File: src/lpts_pkg.sv
`timescale 1ns / 1ps
package lpts_pkg;

  // Stack geometry
  localparam int STACK_DEPTH = 32;
  localparam int PTR_W       = $clog2(STACK_DEPTH);
  localparam int CNT_W       = $clog2(STACK_DEPTH + 1);

  // Field widths
  localparam int ID_W  = 10;
  localparam int MIN_W = 11;

  // Command codes
  localparam logic CMD_ARRIVE = 1'b0;
  localparam logic CMD_DRAIN  = 1'b1;

  // Result kinds
  localparam logic KIND_DONE   = 1'b0;
  localparam logic KIND_REJECT = 1'b1;

  // Classified request passed from front to back
  typedef struct packed {
    logic             is_drain;
    logic [ID_W-1:0]  task_id;
    logic [MIN_W-1:0] start_minute;
    logic [MIN_W-1:0] duration;
  } req_t;

endpackage

File: src/lpts_front.sv
`timescale 1ns / 1ps
module lpts_front (
  input  logic                     clk,
  input  logic                     rst,
  input  logic                     in_valid,
  output logic                     in_stall,
  input  logic                     cmd,
  input  logic [lpts_pkg::ID_W-1:0]  task_id,
  input  logic [lpts_pkg::MIN_W-1:0] start_minute,
  input  logic [lpts_pkg::MIN_W-1:0] duration,
  output logic                     q_valid,
  output lpts_pkg::req_t           q_req,
  input  logic                     q_take
);
  import lpts_pkg::*;

  req_t       slot [2];
  logic       wr_ptr;
  logic       rd_ptr;
  logic [1:0] fill;
  logic       push;
  logic       pop;
  req_t       req_in;

  // Classify the incoming request
  always_comb begin
    req_in.is_drain     = (cmd == CMD_DRAIN);
    req_in.task_id      = task_id;
    req_in.start_minute = start_minute;
    req_in.duration     = duration;
  end

  assign in_stall = (fill == 2'd2);
  assign push     = in_valid && !in_stall;
  assign q_valid  = (fill != 2'd0);
  assign pop      = q_valid && q_take;
  assign q_req    = slot[rd_ptr];

  // Hold requests in a two-entry queue
  always_ff @(posedge clk) begin
    if (push) begin
      slot[wr_ptr] <= req_in;
    end
  end

  // Advance pointers and fill level
  always_ff @(posedge clk) begin
    if (rst) begin
      wr_ptr <= 1'b0;
      rd_ptr <= 1'b0;
      fill   <= 2'd0;
    end else begin
      if (push) begin
        wr_ptr <= ~wr_ptr;
      end
      if (pop) begin
        rd_ptr <= ~rd_ptr;
      end
      case ({push, pop})
        2'b10:   fill <= fill + 2'd1;
        2'b01:   fill <= fill - 2'd1;
        default: fill <= fill;
      endcase
    end
  end

endmodule

File: src/lpts_back.sv
`timescale 1ns / 1ps
module lpts_back (
  input  logic                      clk,
  input  logic                      rst,
  input  logic                      q_valid,
  input  lpts_pkg::req_t            q_req,
  output logic                      q_take,
  output logic                      out_valid,
  input  logic                      out_stall,
  output logic [lpts_pkg::ID_W-1:0] done_id,
  output logic                      kind,
  output logic                      last
);
  import lpts_pkg::*;

  localparam logic [1:0] ST_IDLE = 2'd0;
  localparam logic [1:0] ST_RD   = 2'd1;
  localparam logic [1:0] ST_EV   = 2'd2;
  localparam logic [1:0] ST_FIN  = 2'd3;

  // Stack memories
  logic [ID_W-1:0]  ids  [STACK_DEPTH];
  logic [MIN_W-1:0] rems [STACK_DEPTH];

  logic [1:0]       state, state_next;
  logic [CNT_W-1:0] count, count_next;
  logic [MIN_W-1:0] now, now_next;
  req_t             req, req_next;
  logic             pend_valid, pend_valid_next;
  logic [ID_W-1:0]  pend_id, pend_id_next;

  logic [ID_W-1:0]  rd_id;
  logic [MIN_W-1:0] rd_rem;
  logic             mem_re;
  logic             id_we;
  logic             rem_we;
  logic [PTR_W-1:0] mem_wa;
  logic [MIN_W-1:0] rem_wd;

  logic             out_load;
  logic [ID_W-1:0]  out_id;
  logic             out_kind;
  logic             out_last;
  logic             out_free;

  logic [CNT_W-1:0] count_m1;
  logic [PTR_W-1:0] top_ptr;
  logic [MIN_W-1:0] avail;
  logic [MIN_W-1:0] now_plus;
  logic             fits;
  logic             full;

  assign out_free = !out_valid || !out_stall;
  assign count_m1 = count - CNT_W'(1);
  assign top_ptr  = count_m1[PTR_W-1:0];
  assign avail    = req.start_minute - now;
  assign now_plus = now + rd_rem;
  assign fits     = (rd_rem <= avail);
  assign full     = (count == CNT_W'(STACK_DEPTH));

  // Sequence pops, partial updates and pushes
  always_comb begin
    state_next      = state;
    count_next      = count;
    now_next        = now;
    req_next        = req;
    pend_valid_next = pend_valid;
    pend_id_next    = pend_id;
    q_take          = 1'b0;
    mem_re          = 1'b0;
    id_we           = 1'b0;
    rem_we          = 1'b0;
    mem_wa          = top_ptr;
    rem_wd          = rd_rem - avail;
    out_load        = 1'b0;
    out_id          = pend_id;
    out_kind        = KIND_DONE;
    out_last        = 1'b0;
    case (state)
      ST_IDLE: begin
        if (q_valid) begin
          q_take   = 1'b1;
          req_next = q_req;
          if (q_req.is_drain) begin
            if (count == '0) begin
              now_next = '0;
            end else begin
              state_next = ST_RD;
            end
          end else if (count != '0 && now < q_req.start_minute) begin
            state_next = ST_RD;
          end else begin
            state_next = ST_FIN;
          end
        end
      end
      ST_RD: begin
        mem_re     = 1'b1;
        state_next = ST_EV;
      end
      ST_EV: begin
        if (req.is_drain) begin
          // Report the top task and pop it
          if (out_free) begin
            out_load   = 1'b1;
            out_id     = rd_id;
            out_last   = (count_m1 == '0);
            count_next = count_m1;
            if (count_m1 == '0) begin
              now_next   = '0;
              state_next = ST_IDLE;
            end else begin
              state_next = ST_RD;
            end
          end
        end else if (fits) begin
          // Top task completes: flush any held result, hold this one
          if (!pend_valid || out_free) begin
            out_load        = pend_valid;
            pend_valid_next = 1'b1;
            pend_id_next    = rd_id;
            count_next      = count_m1;
            now_next        = now_plus;
            if (count_m1 != '0 && now_plus < req.start_minute) begin
              state_next = ST_RD;
            end else begin
              state_next = ST_FIN;
            end
          end
        end else begin
          // Top task runs out of time: keep what is left
          rem_we     = 1'b1;
          now_next   = req.start_minute;
          state_next = ST_FIN;
        end
      end
      ST_FIN: begin
        if (now < req.start_minute) begin
          now_next = req.start_minute;
        end
        if (full) begin
          if (pend_valid) begin
            if (out_free) begin
              out_load        = 1'b1;
              pend_valid_next = 1'b0;
            end
          end else if (out_free) begin
            out_load   = 1'b1;
            out_id     = req.task_id;
            out_kind   = KIND_REJECT;
            out_last   = 1'b1;
            state_next = ST_IDLE;
          end
        end else if (!pend_valid || out_free) begin
          // Push the new task as the running one
          id_we           = 1'b1;
          rem_we          = 1'b1;
          mem_wa          = count[PTR_W-1:0];
          rem_wd          = req.duration;
          count_next      = count + CNT_W'(1);
          out_load        = pend_valid;
          out_last        = 1'b1;
          pend_valid_next = 1'b0;
          state_next      = ST_IDLE;
        end
      end
      default: begin
        state_next = ST_IDLE;
      end
    endcase
  end

  // Stack memory access
  always_ff @(posedge clk) begin
    if (id_we) begin
      ids[mem_wa] <= req.task_id;
    end
    if (rem_we) begin
      rems[mem_wa] <= rem_wd;
    end
    if (mem_re) begin
      rd_id  <= ids[top_ptr];
      rd_rem <= rems[top_ptr];
    end
  end

  // Control state
  always_ff @(posedge clk) begin
    if (rst) begin
      state      <= ST_IDLE;
      count      <= '0;
      now        <= '0;
      pend_valid <= 1'b0;
    end else begin
      state      <= state_next;
      count      <= count_next;
      now        <= now_next;
      pend_valid <= pend_valid_next;
    end
  end

  // Request and held result payload
  always_ff @(posedge clk) begin
    req     <= req_next;
    pend_id <= pend_id_next;
  end

  // Output register
  always_ff @(posedge clk) begin
    if (rst) begin
      out_valid <= 1'b0;
    end else if (out_load) begin
      out_valid <= 1'b1;
    end else if (!out_stall) begin
      out_valid <= 1'b0;
    end
  end

  always_ff @(posedge clk) begin
    if (out_load) begin
      done_id <= out_id;
      kind    <= out_kind;
      last    <= out_last;
    end
  end

endmodule

File: src/lifo_preemptive_task_scheduler.sv
`timescale 1ns / 1ps
// LIFO preemptive task scheduler.
// Input channel (in_valid / in_stall): one request per handshake, either a
// task arrival (cmd = 0, with task_id, start_minute, duration, in start order)
// or a drain (cmd = 1). Requests enter a two-entry queue; in_stall rises only
// when that queue is full.
// Output channel (out_valid / out_stall): one result per handshake, done_id
// and kind (finished or rejected), with last set on the final result of a
// request. A request with no result (arrival pushed without completions,
// drain of an empty stack) produces nothing.
// Sequencing: an accepted request is registered in the queue before the
// sequencer takes it. An arrival that pops nothing goes idle, then finish;
// each paused task examined adds a memory read state, then an evaluate state.
// A drain takes idle, then read and evaluate per task (one stack read port).
// A completed task's result is held until the next step shows if it is last.
// out_stall freezes the output register; the sequencer waits while a new
// result has nowhere to go, and the queue keeps taking requests until full.
// Reset (rst, synchronous) empties the stack, sets the clock to minute zero
// and clears both queue and output; no clearing pass is needed.
module lifo_preemptive_task_scheduler (
  input  logic                       clk,
  input  logic                       rst,
  input  logic                       in_valid,
  output logic                       in_stall,
  input  logic                       cmd,
  input  logic [lpts_pkg::ID_W-1:0]  task_id,
  input  logic [lpts_pkg::MIN_W-1:0] start_minute,
  input  logic [lpts_pkg::MIN_W-1:0] duration,
  output logic                       out_valid,
  input  logic                       out_stall,
  output logic [lpts_pkg::ID_W-1:0]  done_id,
  output logic                       kind,
  output logic                       last
);
  import lpts_pkg::*;

  logic q_valid;
  req_t q_req;
  logic q_take;

  lpts_front u_front (
    .clk          (clk),
    .rst          (rst),
    .in_valid     (in_valid),
    .in_stall     (in_stall),
    .cmd          (cmd),
    .task_id      (task_id),
    .start_minute (start_minute),
    .duration     (duration),
    .q_valid      (q_valid),
    .q_req        (q_req),
    .q_take       (q_take)
  );

  lpts_back u_back (
    .clk       (clk),
    .rst       (rst),
    .q_valid   (q_valid),
    .q_req     (q_req),
    .q_take    (q_take),
    .out_valid (out_valid),
    .out_stall (out_stall),
    .done_id   (done_id),
    .kind      (kind),
    .last      (last)
  );

endmodule

File: config.mk
export PLATFORM = sky130hd
export DESIGN_NAME = lifo_preemptive_task_scheduler
export DESIGN_NICKNAME = d
export VERILOG_FILES = /design/src/lpts_pkg.sv /design/src/lpts_front.sv /design/src/lpts_back.sv /design/src/lifo_preemptive_task_scheduler.sv
export SDC_FILE = /design/constraint.sdc
export NUM_CORES = 1
export LEC_CHECK = 0
export ABC_CLOCK_PERIOD_IN_PS = 5650
export BUFFER_PORTS_ARGS = -buffer_cell sky130_fd_sc_hd__buf_2
export CAP_MARGIN = 20
export CELL_PAD_IN_SITES_DETAIL_PLACEMENT = 0
export CELL_PAD_IN_SITES_GLOBAL_PLACEMENT = 1
export CORE_MARGIN = 2
export CORE_UTILIZATION = 55
export DETAILED_ROUTE_END_ITERATION = 10
export PLACE_DENSITY_LB_ADDON = 0.1
export SYNTH_ARGS = -nofsm -noshare
export SYNTH_HDL_FRONTEND = slang
export SYNTH_SLANG_ARGS = --single-unit
File: constraint.sdc
create_clock -name clk -period 5.65 [get_ports clk]
set_input_delay 1.4125 -clock clk [delete_from_list [all_inputs] [get_ports clk]]
set_output_delay 1.4125 -clock clk [all_outputs]
set_load 0.01 [all_outputs]
=== Word level (Yosys, flattened, before mapping) ===
Memory sizes are Yosys's and may differ from the RTL's. A register that Yosys moved wholly into a read port is not among the register bits.
Index checks and enable logic that the tools add are counted.

* $add $sub $neg: 7
* Order comparisons: 4
* Eq/ne operators: 26
* Mux-type cells: 83
* Bitwise operators: 3
* Reductions and logical operators: 26

{| class="wikitable"
|+ Operators with widths
! cell !! count
|-
| 11-bit two-way mux || 12
|-
| 10-bit two-way mux || 5
|-
| 6-bit two-way mux || 6
|-
| 1-bit two-way mux || 35
|-
| 11-bit less-than comparator || 3
|-
| 11-bit one-hot mux with 3 select lines || 1
|-
| 2-bit two-way mux || 13
|-
| 11-bit subtractor || 2
|-
| 10-bit one-hot mux with 2 select lines || 1
|-
| 5-bit two-way mux || 3
|-
| 2-bit by 1-bit inequality test with 1-bit output (second input constant) || 7
|-
| 6-bit zero test || 2
|-
| 3-bit inequality test (second input constant) || 4
|-
| 6-bit one-hot mux with 2 select lines || 1
|-
| 6-bit nonzero test || 2
|-
| 11-bit adder || 1
|-
| 11-bit <= comparator || 1
|-
| 3-bit by 1-bit inequality test with 1-bit output (second input constant) || 3
|-
| 2-bit == test (second input constant) || 4
|-
| 1-bit one-hot mux with 2 select lines || 4
|-
| 2-bit one-hot mux with 4 select lines || 1
|-
| 8-bit AND reduction || 1
|-
| 7-bit AND reduction || 1
|-
| 6-bit by 1-bit adder with 6-bit output (second input constant) || 1
|-
| other kinds (20) || 35
|}

* Flip-flop bits (word level): 80
* RAM bits: 738
* Bits of input ports: 37
* Output and inout bits: 14
* Word-level logic and storage cells: 168
* Memories kept: 3

{| class="wikitable"
|+ Memories
! name !! words !! width !! rd ports !! clocked after memory_dff !! wr ports !! line !! text
|-
| u_back.rems || 32 || 11 || 1 || 1 || 1 || lpts_back.sv:23 || <nowiki>logic [MIN_W-1:0] rems [STACK_DEPTH];</nowiki>
|-
| u_back.ids || 32 || 10 || 1 || 1 || 1 || lpts_back.sv:22 || <nowiki>logic [ID_W-1:0] ids [STACK_DEPTH];</nowiki>
|-
| u_front.slot || 2 || 33 || 1 || 1 || 1 || lpts_front.sv:17 || <nowiki>req_t slot [2];</nowiki>
|}

=== Longest topological paths before layout ===
Gate-level depths: netlist of run 1.

* Word-level depth: 8
* Gate-level depth with buffers: 20
* Mapped depth without buffers: 18

=== Modules after synthesis ===
Synthesis of run 1 repeated with hierarchy kept, for this count alone.

* Cell total of the unflattened synthesis: 1729
* Area, all modules: 34398.0 um2

{| class="wikitable"
|+ Modules (own cells, without submodules)
! module !! times used !! cells an instance !! area an instance (um2) !! sequential area each (um2)
|-
| lpts_back || 1 || 1600 || 31799.2 || 22881.9
|-
| lpts_front || 1 || 129 || 2598.7 || 2082.0
|}

=== Worst setup path after synthesis of run 1 ===
No wires, ideal clock.

* Path kind: flip-flop to flip-flop
* Start: reg u_back.req[11] in the netlist's numbering
* End: mem u_back.rems[0][9] (data pin)
* Setup time: 0.454 ns
* Data arrival time: 3.952 ns
* Data required time: 5.196 ns
* Setup slack: 1.244 ns
* Stages on the path, launching flop included: 17
* Buffers on the path: 0
* Period minus slack after synthesis: 4.406 ns
* Cell sequence: edfxtp_1 inv_1 ha_1 fa_1 nor2b_1 o21ai_0 a21boi_0 o21ai_0 nand2b_1 xnor2_1 ha_1 or2_2 nand4b_1 a31oi_1 o21bai_1 xnor2_1 o21ai_0

* Longest elaborated chain between the ends: 5

{| class="wikitable"
|+ Ends and longest elaborated chain
! item !! line !! text
|-
| from (decl) || lpts_back.sv:28 || <nowiki>req_t req, req_next;</nowiki>
|-
| from (signal assigned) || lpts_back.sv:204 || <nowiki>req <= req_next;</nowiki>
|-
| 11-bit subtractor * || lpts_back.sv:56 || <nowiki>assign avail = req.start_minute - now;</nowiki>
|-
| 11-bit subtractor * || lpts_back.sv:74 || <nowiki>rem_wd = rd_rem - avail;</nowiki>
|-
| 11-bit two-way mux || lpts_back.sv:154 || <nowiki>end else if (!pend_valid || out_free) begin</nowiki>
|-
| 11-bit two-way mux || lpts_back.sv:141 || <nowiki>if (full) begin</nowiki>
|-
| 11-bit two-way mux * || lpts_back.sv:79 || <nowiki>case (state)</nowiki>
|-
| via u_back.rem_wd[9] || lpts_back.sv:38 || <nowiki>logic [MIN_W-1:0] rem_wd;</nowiki>
|-
| to (decl) || lpts_back.sv:23 ||
|}

The timed path passes the listed nets; every way through them passes the cells marked *.

=== Worst setup path after layout of run 1 ===
* Start: reg u_back.now[1]
* End: mem u_back.rems[17][4], enable pin

* Longest elaborated chain between the ends: 7

{| class="wikitable"
|+ Ends and longest elaborated chain
! item !! line !! text
|-
| from (decl) || lpts_back.sv:27 || <nowiki>logic [MIN_W-1:0] now, now_next;</nowiki>
|-
| from (signal assigned) || lpts_back.sv:197 || <nowiki>now <= now_next;</nowiki>
|-
| 11-bit subtractor || lpts_back.sv:56 ||
|-
| 11-bit <= comparator || lpts_back.sv:58 || <nowiki>assign fits = (rd_rem <= avail);</nowiki>
|-
| 1-bit two-way mux || lpts_back.sv:116 || <nowiki>end else if (fits) begin</nowiki>
|-
| 1-bit two-way mux || lpts_back.sv:102 || <nowiki>if (req.is_drain) begin</nowiki>
|-
| 1-bit one-hot mux with 2 select lines || lpts_back.sv:79 ||
|-
| 1-bit two-way mux || lpts_back.sv:178 || <nowiki>if (rem_we) begin</nowiki>
|-
| 1-bit two-way mux (not written as such) || lpts_back.sv:179 || <nowiki>rems[mem_wa] <= rem_wd;</nowiki>
|}

Every way passes these cells.

==> metrics.md, run 1 <==
| Metric | Value |
|---|---|
| Post-route minimum period | 4760 ps |
| Cell Chain, Critical Path | inv_1 > ha_1 > nand2b_1 > a21oi_1 > o311ai_0 > nand2_1 > a21o_1 > a21oi_1 > xor2_1 > ha_1 > o21a_1 > a21o_1 > o311a_1 > nand2_1 > o31a_1 > nor2_1 > buf_4 |
| Die area | 64600 um2 |
| Setup Buffers After CTS | 0 |
| Class of the most critical setup path | register to register |
| First-pass DRT Iterations | 5 |
| Wirelength per Cell | 28.1 um |
| Maximum clock rate | 210 MHz |
| Largest net degree at the start of global routing | 119 |
| Data arrival, critical path | 5150 ps |
| Max cap viols | 0 |
| Crit end category | register |
| Distinct cells, synth | 71 |
| Detailed placer's ending HPWL | 50.3 mm |
| Clk_lat worst skew | 640 ps |
| Worst path bufs/invs | 2 |
| Cts repair resizes | 0 |
| Vias in the first global route | 16685 |
| Worst Path Required | 6040 ps |
| Hold-fix buffers at CTS | 0 |
| # rows | 91 |
| Num CTS Buffers | 85 |
| Mean Syn Cell Area | 19.6 um2 |
| Crit-path slowest cell | o31a_1 |
| Core Box Area | 61800 um2 |
| Clock Skews | 26.3 ps |
| Routed vias | 17268 |
| First-pass GRT wire length | 114 mm |
| Post-route antenna net violation count | 0 |
| Unrepaired setup endpoints after global routing | no |
| Grt ovf | 0 |
| Pins Over Slew Limit | 0 |
| TritonCTS Sinks | 840 |
| CP max FO | 8 |
| CTS tree | yes |
| Initial Utilization | 0.556 |
| Post-synth top area share | 0.711 |
| Yosys warns | 0 |
| Final worst-path cycle share | 0.843 |
| Clk root buf | clkbuf_16 |
| GPL Wtd Cong | 0.818 |
| Number of enable flip-flop cells after synthesis | 814 |
| IO Pins | 51 |
| Area grow syn2layout | 13.4% |
| Status | finished clean |
| Syn nets | 1856 |
| Slew headroom | 0.270 |
| Remaining DRCs | 0 |
| Share of layout cells above drive strength 1 | 0.286 |
| Clk buf depth | 3 |
| Register bit total from synthesis | 840 |
| H-tree levels | 3 |
| Post-synth ARST share | 0 |
| Post-Route WL | 79.0 mm |
| Die width | 254 um |
| Hold Crit Class | register to register |
| Worst-Margin Slew | 1090 ps |
| Biggest cell delay along the critical path | 590 ps |
| Setup-failing EPs final | 0 |
| Fin util | 0.631 |
| Fin. Hold Viols | 0 |
| Startpoint type of the worst setup path | register |
| Seq/Total Area, Yosys | 0.726 |
| Ranking of synthesized cells by area | edfxtp_1 (71%), mux4_2 (14%), ha_1 (2.1%), dfxtp_1 (1.5%), mux2_2 (1.5%) |
| 1st-iter DRT viols | 1865 |
| Total GRT Usage | 0.249 |
| Synthesized area | 34400 um2 |
| Leading area contributor after synthesis | edfxtp_1 |
| Top_reg_cell synth | edfxtp_1 |
| CP delay by family, top | compound AO/OA/AOI/OAI gates |
| Cells after Synth | 1759 |
| Initial antenna violation count | 1 |
| Final TNS setup | 0 ps |
| Worst-path clk slew | 60 ps |
| Die H | 254 um |
| Nets@finish | 2006 |
| Drt via density | 6.14 |
| Buffers on Ports | 50 |
[synth_stat cells (8+ instances only)]
cell        n
edfxtp_1  814
mux4_2    210
nor2_1    103
nand2_1    62
ha_1       57
inv_1      48
mux2_2     46
a21oi_1    44
clkbuf_1   38
dfxtp_1    26
o21ai_0    26
buf_2      24
a22oi_1    23
xnor2_1    22
nand3_1    18
nor3_1     16
xor2_1     13
a21o_1     12
a211oi_1   11
mux2i_1    11
nand2b_1   10
nand4_1     9
buf_1       8
[cell type report]
class / count / area [um2]
multi-input combinational: 790 / 9020
tap: 837 / 1050
sequential: 840 / 25000
fill: 4296 / 22800
timing repair buffer: 144 / 1050
inverter: 48 / 180
antenna: 1 / 2.50
clock buffer: 102 / 2250
clock inverter: 51 / 474
[registers in the layout, indices dropped and copies added (netlist names), named ones only]
signal / flops
u_front.wr_ptr: 1
u_back.req: 33
u_back.rd_id: 10
u_back.rems: 352
u_back.out_valid: 1
u_back.rd_rem: 11
u_front.slot: 66
u_back.state: 2
u_back.kind: 1
u_back.count: 6
u_back.now: 11
u_back.last: 1
u_front.rd_ptr: 1
u_back.pend_valid: 1
u_back.pend_id: 10
u_front.fill: 2
u_back.ids: 320
u_back.done_id: 10
[worst paths after layout]
| path | from | slack, ps | cells after the start | endpoint |
|---|---|---|---|---|
| min reg2reg | u_back.rd_id[3] | 440 | 0 | u_back.pend_id[3] |
| max reg2reg | u_back.now[1] | 890 | 17 | u_back.rems[17][4] |
| max | u_back.now[1] | 890 | 17 | u_back.rems[17][4] |
| min | u_back.rd_id[3] | 440 | 0 | u_back.pend_id[3] |
[metrics by stage]
stage / setup slack (ps) / cells / instance area (um2) / hold WS (ps)
2_1_floorplan: 1240 / 1759 / 34400 / 427
3_3_place_gp: 980 / 2655 / 36200 / 436
3_5_place_dp: 887 / 2657 / 36200 / 436
4_1_cts: 867 / 2810 / 39000 / 438
5_1_grt: 483 / 2812 / 39000 / 458
6_report: 888 / 2813 / 39000 / 440
[cell families (layout without fill, tap and decap cells)]
family,Yosys count,count (layout),share of synthesized area
flops,840,840,0.726
other cells,0,1,0
simple gates,255,255,0.0350
compound gates,171,171,0.0346
xor+xnor,37,37,0.00986
fa+ha+maj,60,60,0.0225
buf+inv,129,345,0.0167
mux,267,267,0.156
[cell usage in the layout, fill, tap and decap left out, drive strengths merged, types with 4 or more instances in the layout]
master    count
mux4        210
clkbuf      102
mux2i        11
and3          5
ha           57
xor2         14
inv          52
xnor2        23
a21o         12
nand2b       10
clkinv       33
a22oi        24
nor3         18
nand3        18
o211ai        4
o21ai        26
nor2        105
mux2         46
a211oi       15
bufinv        7
nand4         9
edfxtp      814
dfxtp        26
nor2b         7
a21oi        46
o21a          6
buf         144
clkinvlp      7
nand2        62
a31oi         8
and2          5
[per-layer routing]
metal | track usage | vias up | part of all wire
li1 | - | 7489 | -
met1 | 0.384 | 8943 | 0.45
met2 | 0.368 | 733 | 0.45
met3 | 0.0503 | 103 | 0.078
met4 | 0.0669 | 0 | 0.022
met5 | 0 | - | 0
Power of run 1 is not shown: default switching activity piles up to over one toggle a cycle in this logic, so the estimate is an artifact.
==> inputs of run 2 (changes only) <==
- ABC_CLOCK_PERIOD_IN_PS: 5650 -> 4550
- clock period: 5.65 -> 4.55 ns (I/O delays scaled with it)
==> run 2 against run 1 <==
Against the previous run:
- clock skew fell by 2.3 ps
- highest routed layer unchanged
- utilization rose by 0.44 points
- hold slack improved by 9.7 ps
- register-to-register slack got worse by 640 ps
- largest cell class unchanged
- fmax rose by 11%
==> metrics.md, run 2 (synthesis results as in run 1) <==
| Metric | Value |
|---|---|
| Status | finished clean |
| Largest regs | u_back.rems x352, u_back.ids x320, u_front.slot x66 |
| Worst-Margin Slew | 1080 ps |
| Die width | 254 um |
| Maximum clock rate | 233 MHz |
| Max cap viols | 0 |
| TritonCTS Sinks | 840 |
| 1st-iter DRT viols | 1643 |
| Setup Buffers After CTS | 0 |
| Startpoint type of the worst setup path | register |
| Crit Reg-Reg Startpoint | u_back.req[11] |
| Num CTS Buffers | 87 |
| GPL Wtd Cong | 0.850 |
| Total GRT Usage | 0.249 |
| Clk root buf | clkbuf_16 |
| CTS tree | yes |
| Clk_lat worst skew | 640 ps |
| Wirelength per Cell | 27.7 um |
| Worst Path Required | 4860 ps |
| Antenna Cells | 0 |
| Stages on the worst setup path | 18 |
| First-pass DRT Iterations | 5 |
| Final TNS setup | 0 ps |
| Post-route minimum period | 4300 ps |
| Crit path from | u_back.req[11] |
| Worst path bufs/invs | 3 |
| Initial Utilization | 0.556 |
| Class of the most critical setup path | register to register |
| Crit path to | u_back.done_id[2] |
| Clock Skews | 24.1 ps |
| Cell Chain, Critical Path | inv_1 > ha_1 > fa_1 > nor2b_1 > o21ai_0 > a21boi_0 > o21ai_1 > a21oi_2 > and4b_1 > nor3_1 > ha_1 > o21a_1 > a21o_1 > o311a_1 > buf_4 > a22oi_1 > and3_1 > buf_4 |
| Routed vias | 17288 |
| Die area | 64600 um2 |
| Remaining DRCs | 0 |
| Largest net degree at the start of global routing | 102 |
| Initial antenna violation count | 1 |
| Worst reg2reg path endpoint | u_back.done_id[2] |
| Worst-path clk slew | 60 ps |
| Area grow syn2layout | 14.1% |
| CP delay by family, top | compound AO/OA/AOI/OAI gates |
| Hold-fix buffers at CTS | 0 |
| Crit end category | register |
| Core Box Area | 61800 um2 |
| Buffers on Ports | 50 |
| Post-route antenna net violation count | 0 |
| H-tree levels | 3 |
| IO Pins | 51 |
| Multi-input gate area | 9040 um2 |
| Share of layout cells above drive strength 1 | 0.297 |
| First-pass GRT wire length | 114 mm |
| Cts repair resizes | 0 |
| Worst reg2reg path depth | 18 |
| Vias in the first global route | 16972 |
| Die H | 254 um |
| Clk buf depth | 3 |
| Max reg flops | 352 |
| Final worst-path cycle share | 0.945 |
| Worst reg-to-reg setup slack | 250 ps |
| Nets@finish | 2014 |
| Most flops, register | u_back.rems |
| Fin. Hold Viols | 0 |
| Drt via density | 6.12 |
| Post-Route WL | 78.1 mm |
| Setup-failing EPs final | 0 |
| CP max FO | 12 |
| Commonest non-fill, non-tap cell in the layout | edfxtp_1 |
| Grt ovf | 0 |
| Crit-path slowest cell | fa_1 |
| Data arrival, critical path | 4610 ps |
| # rows | 91 |
| Filler cells | 4230 |
| Pins Over Slew Limit | 0 |
| Hold Crit Class | register to register |
| Commonest non-fill, non-tap cells in the layout | edfxtp_1 (814), mux4_2 (210), nor2_1 (98) |
| Seq. cell area | 25000 um2 |
| Biggest cell delay along the critical path | 420 ps |
| Detailed placer's ending HPWL | 49.5 mm |
| Slew headroom | 0.277 |
[run 2: changes by cell type in the layout (fill, tap and decap cells not counted), moves of 2 or more]
cell / previous run / this run
clkinv_2: 13 / 18
clkbuf_8: 0 / 3
buf_6: 0 / 7
clkinv_4: 2 / 4
nor2_2: 3 / 6
clkbuf_16: 88 / 90
nor2_1: 101 / 98
buf_12: 4 / 9
buf_4: 87 / 81
clkinv_1: 17 / 12
[run 2: worst min path at each step]
stage / start / endpoint / slack (ps) / cells past startpoint
5_1_grt: u_back.rd_id[5] / u_back.pend_id[5] / 460 / 0
3_3_place_gp: u_back.rd_id[4] / u_back.pend_id[4] / 430 / 0
2_1_floorplan: u_back.rd_id[0] / u_back.pend_id[0] / 430 / 0
4_1_cts: u_back.rd_id[4] / u_back.pend_id[4] / 450 / 0
6_report: u_back.rd_id[4] / u_back.pend_id[4] / 450 / 0
3_5_place_dp: u_back.rd_id[4] / u_back.pend_id[4] / 440 / 0
[run 2: through the flow]
stage	hold slack (ps)	instance area [um2]	utilization	setup slack (ps)	std cells
2_1_floorplan	427	34400	-	144	1759
3_3_place_gp	435	36200	0.586	225	2657
3_5_place_dp	439	36200	0.586	137	2658
4_1_cts	449	39100	0.632	117	2818
5_1_grt	463	39300	0.635	-9.60	2825
6_report	450	39300	0.635	250	2825
[run 2: worst register-to-register path: stages (launching register included)]
cell      delay [ps]
edfxtp_1         370
inv_1             50
ha_1             210
fa_1             420
nor2b_1          140
o21ai_0          110
a21boi_0         190
o21ai_1          110
a21oi_2          210
and4b_1          220
nor3_1            60
ha_1             340
o21a_1           140
a21o_1           180
o311a_1          400
buf_4            200
a22oi_1          250
and3_1           190
buf_4            190
[run 2: routing by layer]
metal  GRT usage  wire [um]  vias up
li1            -          -     7504
met1       0.384      35100     8986
met2       0.364      35300      674
met3      0.0395       5300      124
met4      0.0897       2440        0
met5           0          0        -
[run 2: cell type report]
class	count	share of cell area
Clock buffer	105	0.0593
Clock inverter	55	0.0136
Inverter	48	0.00459
Multi-Input combinational cell	790	0.230
Sequential cell	840	0.636
Tap cell	837	0.0267
Timing Repair Buffer	150	0.0299
Power of run 2 is left out for the same reason.
